==> src/rv32x_pkg.sv <==
// Shared constants, opcodes, types and helpers for the RV32 execute unit.
`default_nettype none

package rv32x_pkg;

  // Architectural sizes
  localparam int NUM_REGS = 32;
  localparam int REG_AW   = $clog2(NUM_REGS);

  localparam logic [31:0] PC_STEP     = 32'd4;
  localparam int          UPPER_SHIFT = 12;

  // Decoded opcode numbers
  localparam logic [5:0] OP_UNIMPL      = 6'd0;
  localparam logic [5:0] OP_ADD         = 6'd1;
  localparam logic [5:0] OP_AND         = 6'd2;
  localparam logic [5:0] OP_OR          = 6'd3;
  localparam logic [5:0] OP_XOR         = 6'd4;
  localparam logic [5:0] OP_SUB         = 6'd5;
  localparam logic [5:0] OP_SLL         = 6'd6;
  localparam logic [5:0] OP_SRL         = 6'd7;
  localparam logic [5:0] OP_SRA         = 6'd8;
  localparam logic [5:0] OP_SLT         = 6'd9;
  localparam logic [5:0] OP_SLTU        = 6'd10;
  localparam logic [5:0] OP_ADDI        = 6'd11;
  localparam logic [5:0] OP_ANDI        = 6'd12;
  localparam logic [5:0] OP_ORI         = 6'd13;
  localparam logic [5:0] OP_XORI        = 6'd14;
  localparam logic [5:0] OP_SLLI        = 6'd15;
  localparam logic [5:0] OP_SRLI        = 6'd16;
  localparam logic [5:0] OP_SRAI        = 6'd17;
  localparam logic [5:0] OP_SLTI        = 6'd18;
  localparam logic [5:0] OP_SLTIU       = 6'd19;
  localparam logic [5:0] OP_LOAD_FIRST  = 6'd20;
  localparam logic [5:0] OP_LOAD_LAST   = 6'd24;
  localparam logic [5:0] OP_STORE_FIRST = 6'd25;
  localparam logic [5:0] OP_STORE_LAST  = 6'd27;
  localparam logic [5:0] OP_BEQ         = 6'd28;
  localparam logic [5:0] OP_BNE         = 6'd29;
  localparam logic [5:0] OP_BGE         = 6'd30;
  localparam logic [5:0] OP_BGEU        = 6'd31;
  localparam logic [5:0] OP_BLT         = 6'd32;
  localparam logic [5:0] OP_BLTU        = 6'd33;
  localparam logic [5:0] OP_JAL         = 6'd34;
  localparam logic [5:0] OP_JALR        = 6'd35;
  localparam logic [5:0] OP_AUIPC       = 6'd36;
  localparam logic [5:0] OP_LUI         = 6'd37;
  localparam logic [5:0] OP_CUST_FIRST  = 6'd38;
  localparam logic [5:0] OP_CUST_LAST   = 6'd45;
  localparam logic [5:0] OP_HCF         = 6'd46;

  typedef enum logic [1:0] {
    EXT_NONE   = 2'd0,
    EXT_READ   = 2'd1,
    EXT_WRITE  = 2'd2,
    EXT_CUSTOM = 2'd3
  } ext_kind_t;

  typedef enum logic {
    REQ_EXEC   = 1'b0,
    REQ_RETURN = 1'b1
  } req_type_t;

  // One input word as held in the execute stage
  typedef struct packed {
    req_type_t   req_type;
    logic [5:0]  opcode;
    logic [4:0]  rd;
    logic [4:0]  rs1;
    logic [4:0]  rs2;
    logic [31:0] imm;
    logic [31:0] ret_data;
  } item_t;

  // Architectural state other than the register file
  typedef struct packed {
    logic [31:0] pc;
    logic        pending;
    logic [4:0]  pdest;
    logic        halt;
  } arch_state_t;

  // Register file write
  typedef struct packed {
    logic        en;
    logic [4:0]  idx;
    logic [31:0] val;
  } reg_wr_t;

  // One result word
  typedef struct packed {
    logic [31:0] pc_now;
    ext_kind_t   ext_kind;
    logic [5:0]  ext_op;
    logic [31:0] ext_a;
    logic [31:0] ext_d;
    reg_wr_t     wr;
    logic        halted;
    logic        perr;
  } result_t;

  // x0 and indexes past the implemented file read as zero and drop writes
  function automatic logic reg_idx_ok(logic [4:0] idx);
    return (idx != '0) && (32'(idx) < NUM_REGS);
  endfunction

endpackage

`default_nettype wire

==> src/rv32x_regfile.sv <==
// Register file: two storage copies for three read ports, valid bits and write bypass.
`default_nettype none

module rv32x_regfile import rv32x_pkg::*; (
  input  wire logic        clk,
  input  wire logic        rst_n,
  input  wire logic        rd_en,
  input  wire logic [4:0]  rd_idx_s,
  input  wire logic [4:0]  rd_idx_a,
  input  wire logic [4:0]  rd_idx_b,
  input  wire reg_wr_t     wr,
  output logic      [31:0] val_s,
  output logic      [31:0] val_a,
  output logic      [31:0] val_b
);

  // Copy one serves rs1/rs2, copy two serves the rd/source-data port
  logic [31:0] mem_ab [NUM_REGS];
  logic [31:0] mem_s  [NUM_REGS];
  logic [NUM_REGS-1:0] valid_r;

  logic [31:0] dat_s_r, dat_a_r, dat_b_r;
  logic        ok_s_r, ok_a_r, ok_b_r;
  logic [4:0]  idx_s_r, idx_a_r, idx_b_r;

  // Last write, bypassed to the word read in the same edge
  logic        lw_en_r;
  logic [4:0]  lw_idx_r;
  logic [31:0] lw_val_r;

  // Storage writes and registered reads
  always_ff @(posedge clk) begin
    if (wr.en) begin
      mem_ab[wr.idx[REG_AW-1:0]] <= wr.val;
      mem_s[wr.idx[REG_AW-1:0]]  <= wr.val;
    end
    if (rd_en) begin
      dat_s_r <= mem_s[rd_idx_s[REG_AW-1:0]];
      dat_a_r <= mem_ab[rd_idx_a[REG_AW-1:0]];
      dat_b_r <= mem_ab[rd_idx_b[REG_AW-1:0]];
    end
  end

  // Read tags: index and whether the entry holds written data
  always_ff @(posedge clk) begin
    if (rd_en) begin
      idx_s_r <= rd_idx_s;
      idx_a_r <= rd_idx_a;
      idx_b_r <= rd_idx_b;
      ok_s_r  <= reg_idx_ok(rd_idx_s) && valid_r[rd_idx_s[REG_AW-1:0]];
      ok_a_r  <= reg_idx_ok(rd_idx_a) && valid_r[rd_idx_a[REG_AW-1:0]];
      ok_b_r  <= reg_idx_ok(rd_idx_b) && valid_r[rd_idx_b[REG_AW-1:0]];
    end
    if (wr.en) begin
      lw_idx_r <= wr.idx;
      lw_val_r <= wr.val;
    end
  end

  // Valid bits and bypass enable
  always_ff @(posedge clk) begin
    if (!rst_n) begin
      valid_r <= '0;
      lw_en_r <= 1'b0;
    end else if (wr.en) begin
      valid_r[wr.idx[REG_AW-1:0]] <= 1'b1;
      lw_en_r <= 1'b1;
    end
  end

  // Read values: bypass wins, then stored data, else zero
  always_comb begin
    val_s = ok_s_r ? dat_s_r : '0;
    val_a = ok_a_r ? dat_a_r : '0;
    val_b = ok_b_r ? dat_b_r : '0;
    if (lw_en_r && (lw_idx_r == idx_s_r)) val_s = lw_val_r;
    if (lw_en_r && (lw_idx_r == idx_a_r)) val_a = lw_val_r;
    if (lw_en_r && (lw_idx_r == idx_b_r)) val_b = lw_val_r;
  end

  // Writes only reach real registers
  a_wr_idx_ok: assert property (@(posedge clk) disable iff (!rst_n)
    wr.en |-> reg_idx_ok(wr.idx))
    else $error("register write to x0 or unimplemented index");

  // A written entry is valid afterwards
  a_valid_set: assert property (@(posedge clk) disable iff (!rst_n)
    wr.en |=> valid_r[$past(wr.idx[REG_AW-1:0])])
    else $error("valid bit not set after write");

  // Bypass register follows the write
  a_bypass: assert property (@(posedge clk) disable iff (!rst_n)
    wr.en |=> (lw_en_r && lw_val_r == $past(wr.val) && lw_idx_r == $past(wr.idx)))
    else $error("bypass register out of step with write");

endmodule

`default_nettype wire

==> config.mk <==
export PLATFORM = sky130hd
export DESIGN_NAME = rv32x_regfile
export DESIGN_NICKNAME = d
export VERILOG_FILES = /design/src/rv32x_pkg.sv /design/src/rv32x_regfile.sv
export SDC_FILE = /design/constraint.sdc
export NUM_CORES = 2
export LEC_CHECK = 0
export BUFFER_PORTS_ARGS = -buffer_cell sky130_fd_sc_hd__buf_4
export CAP_MARGIN = 20
export CORE_MARGIN = 2
export CORE_UTILIZATION = 45
export CTS_CLUSTER_SIZE = 8
export DETAILED_ROUTE_END_ITERATION = 16
export PLACE_DENSITY = 0.66
export SYNTH_ARGS = -nofsm -noshare
export SYNTH_HDL_FRONTEND = slang
export SYNTH_SLANG_ARGS = --single-unit
export TNS_END_PERCENT = 100
==> constraint.sdc <==
create_clock -name clk -period 4.9 [get_ports clk]
set_input_delay 0.98 -clock clk [delete_from_list [all_inputs] [get_ports clk]]
set_output_delay 0.98 -clock clk [all_outputs]
set_load 0.05 [all_outputs]
==> results.md <==
- The flow ran to the end, and the final reports show no timing, DRC or antenna violations.
- The synthesis-to-layout area growth is 12.59%.
- Across all register-to-register paths, the minimum setup slack is 2.92 ns.
- The fill cell instance count of the final layout is between 10000 and 15000.
- The setup path with the least slack is of type reg -> out.
- The leakage dissipation is approximately 24 nW.
- The power density relative to cell area is about 350 nW/um^2.
- The H-tree depth is 4.
- Once the floorplan was initialized, standard cells occupied 45.43% of the core.
- The width of the die is approximately 380 um.
- Counting the buffers created by CTS gives 170.
- The total routing usage reported by global routing is between 30% and 40%.
- Measured in cells, the most critical reg-to-reg path has a length of 4.
- In this run the tool buffered the top-level ports with 151 buffer cells.
- The start of the worst register-to-register path is mem_s[15][0].
- The worst path uses 91.77% of the clock period.
- The sort of element at the end of the critical path is a primary output.
- The maximum fanout encountered on the critical timing path is 20.
- The path class of the lowest-slack min-delay path is in -> reg.
- The largest total area in the synthesized netlist belongs to sky130_fd_sc_hd__edfxtp_1.
- The compound-gate portion of the synthesized area is under 10%.
- The wire-length estimate of the detail-placed layout is about 140000 um.
- The capture point of the worst reg-to-reg path is dat_s_r[0].
- The dominant synthesized flop cell is sky130_fd_sc_hd__edfxtp_1.
- For the pin with the worst max-slew slack, the measured transition is 1.147 ns.
- Synthesis inferred between 1000 and 1500 register bits.
- The element type at the critical path start is a flip-flop.
- Summing the areas of all fa, ha and maj instances in the mapped netlist gives 0% of the synthesized area.
- Setup violations remaining at the end of the flow were counted as 0.
- In this run, post-CTS hold repair placed 0 buffers.
- The hold slack is 0.4357 ns.
- Leaving out fill and tap cells, the most frequent cells in the layout are sky130_fd_sc_hd__edfxtp_1 (1175), sky130_fd_sc_hd__mux2i_1 (619), sky130_fd_sc_hd__mux4_2 (521).
- The buffer depth of the longest clock path is 3.
- After global routing the overflow that remains totals 0.
- The synthesized netlist devotes less than 1% of its cell area to XOR and XNOR gates.
- The most frequent standard cell in the layout excluding fill and tap cells is sky130_fd_sc_hd__edfxtp_1.
- The worst slew margin relative to its limit is between 20% and 30%.
- In this run the worst setup path begins at lw_idx_r[2].
- From bottom edge to top edge, the die measures between 300 and 400 um.
- In the post-synthesis netlist, the biggest area contributors are sky130_fd_sc_hd__edfxtp_1 (55%), sky130_fd_sc_hd__mux4_2 (18%), sky130_fd_sc_hd__mux2i_1 (9.6%), sky130_fd_sc_hd__mux2_2 (2.5%), sky130_fd_sc_hd__o22ai_1 (1.8%).
- Buffers added to address setup during post-CTS repair amount to 0.
- The gate count of the mapped netlist is 3894.
- The average instance in the mapped netlist occupies about 17 um^2.
- The I/O pin count is ~150.
- The number of max-cap violations is 0.
- Setup repair after global routing left no endpoint under its margin.
- The residual antenna-violating net count after detailed routing is 0.
- The number of antenna violations at the first check in global routing is 9.
- The final setup skew is between 0.03 and 0.04 ns.
- The placement row count is 138.
- The cell depth of the worst hold path is 1.
- At the end of routability-driven placement, the weighted congestion stood at between 0.8 and 0.9.
- By area, the combinational part of the netlist is dominated by multiplexers.
- The standard cell with the maximum stage delay on the critical path is sky130_fd_sc_hd__and3_2.
- The basic-gate share of the synthesized area counting and, or, nand and nor cells is under 10%.
- The first global-routing pass estimated 319000 um of wire.
- The die covers ~150000 um^2.
- The via count of the first global-routing pass is 42398.
- The final sum of negative setup slack is 0 ns.
- The highest achievable clock rate is ~220 MHz.
- The number of vias after detailed routing is ~43000.
- The clock tree from TritonCTS is done.
- The first detailed-routing pass ran for 6 iterations.
- In the synthesized netlist the async set-or-reset flop fraction comes to 0%.
- The count of flip-flops with a built-in enable after synthesis is 1175.
- After clock tree synthesis, the clock-pin slew on the worst setup and hold paths is roughly 0.05 ns.
- The remaining routing DRC violations is 0.
- The area of the placeable core is 141900 um^2.
- The startpoint identified for the worst hold timing path is wr[33].
- The max-slew violation total from the final report is 0.
- The post-route netlist has between 30% and 40% of its cells at a drive strength greater than 1.
- In this run, distinct cell masters in the synthesized netlist total 46.
- The share of the synthesized area in the top cell type is a little over half.
- Entering global routing, the biggest net connects 91 pins.
- The number of instances resized during post-cts repair is 0.
- In the final routed layout, each cell accounts on average for ~38 um.
- The final hold violation count was 0.
- For hold timing, the worst endpoint is lw_idx_r[1].
- The first routing iteration left between 6000 and 7000 violations.
- The number of synthesis warnings is 0.
- Subtracting the final worst setup slack from the clock period gives between 4 and 5 ns.
- The clock root buffer is sky130_fd_sc_hd__clkbuf_16.
- Counting every sink on the clock net gives roughly 1200.
- The required time at the endpoint of the critical path is about 4 ns.
- Traced cell by cell, the critical path runs through xor2_1 > nor4_1 > and3_2 > buf_12 > mux2i_1 > buf_4.
- At the end of the flow, the number of nets in the layout was between 4000 and 5000.
- The maximum cell stage delay along the critical path is around 0.73 ns.
- The post-route total power is ~25 mW.
- STA puts the critical path data arrival time at 3.52 ns.
- The number of nets in the synthesized netlist is 3950.
- The proportion of synthesized area in mux cells is just over 30%.
- The peak supply drop is between 0.2 and 0.3 mV.
- The sum of routed wire length over all layers is 227700 um.
- The combined area of all synthesized cells is between 60000 and 70000 um^2.
- After synthesis, flip-flops and latches occupy between 50% and 60% of the total area.
- For the worst-skew pair, the clock arrives at the later sink with an insertion delay of ~0.80 ns.
- The via density per instance is between 7 and 8.
## stage by stage
stage	cells	util, %	area, um^2	setup slack (ns)
global route	5934	51.14	72590	0.3512
global placement	5720	47.86	67940	1.072
CTS	5927	51.10	72530	0.3957
finish	5937	51.15	72600	0.4034
detailed placement	5720	47.86	67940	1.044
floorplan	3894	-	64480	1.453
## synth_stat cells (23+ instances only)
cell / instances
sky130_fd_sc_hd__a21oi_1: 64
sky130_fd_sc_hd__inv_1: 32
sky130_fd_sc_hd__mux4_2: 521
sky130_fd_sc_hd__a22oi_1: 57
sky130_fd_sc_hd__buf_2: 114
sky130_fd_sc_hd__buf_6: 40
sky130_fd_sc_hd__edfxtp_1: 1175
sky130_fd_sc_hd__a211oi_1: 91
sky130_fd_sc_hd__o21a_1: 33
sky130_fd_sc_hd__buf_4: 60
sky130_fd_sc_hd__a221oi_2: 57
sky130_fd_sc_hd__mux2i_1: 619
sky130_fd_sc_hd__o22ai_1: 182
sky130_fd_sc_hd__o221a_2: 23
sky130_fd_sc_hd__clkbuf_1: 143
sky130_fd_sc_hd__mux2_2: 144
sky130_fd_sc_hd__a221oi_1: 111
sky130_fd_sc_hd__o21ai_0: 33
sky130_fd_sc_hd__dfxtp_1: 33
sky130_fd_sc_hd__nor2_1: 62
sky130_fd_sc_hd__nand2_1: 197
## how the worst max path moves through the flow
stage	end	slack (ns)
global route	val_b[26]	0.35
global placement	dat_b_r[3]	1.07
finish	val_b[22]	0.40
detailed placement	dat_b_r[3]	1.04
floorplan	mem_s[24][0]	1.45
CTS	val_b[26]	0.40
## sequential cells by signal, indices dropped and copies added (netlist names)
signal / cells
dat_a_r: 32
mem_ab: 32
ok_b_r: 1
dat_b_r: 32
ok_a_r: 1
idx_s_r: 5
ok_s_r: 1
idx_b_r: 5
lw_idx_r: 5
valid_r: 32
mem_s: 992
lw_en_r: 1
lw_val_r: 32
dat_s_r: 32
idx_a_r: 5
## report_power, final
part	switching, mW	internal [mW]
Combinational	1.93	1.12
Sequential	0.156	11.6
Clock	4.30	6.34
Total	6.39	19.1
## kinds of logic after synthesis
kind of cell / count (synthesis)
AO/OA/AOI/OAI: 675
multiplexers: 1284
flip-flops: 1208
XOR/XNOR: 15
buffers and inverters: 400
AND/OR/NAND/NOR: 312
## area by class of cell
type,instances,area [um^2],share of cell area [%]
well taps,1890,2365,3.257
clock buffers,198,4466,6.151
flip-flops and latches,1208,35940,49.51
inverters,33,123.9,0.1706
multi-input cells,2286,26640,36.69
clock inverters,9,128.9,0.1775
repair buffers,305,2910,4.009
diodes,8,20.02,0.02758
## per-layer routing
metal	up-vias	wire (um)	GRT usage, %
met5	-	26	0
met4	4	8712	13.04
met3	543	28920	8.701
met2	3110	104400	46.92
met1	22277	85660	41.95
li1	16637	-	-
## worst max-delay path, delay by kind of cell, from the launching register on
kind / cells / cell delay [ns]
xor gates and xnor gates: 1 / 0.19
buffers and inverters: 2 / 0.59
DFF: 1 / 0.45
muxes: 1 / 0.43
and+or+nand+nor: 2 / 1.03
Note: power is estimated with default switching activity, not from simulation.
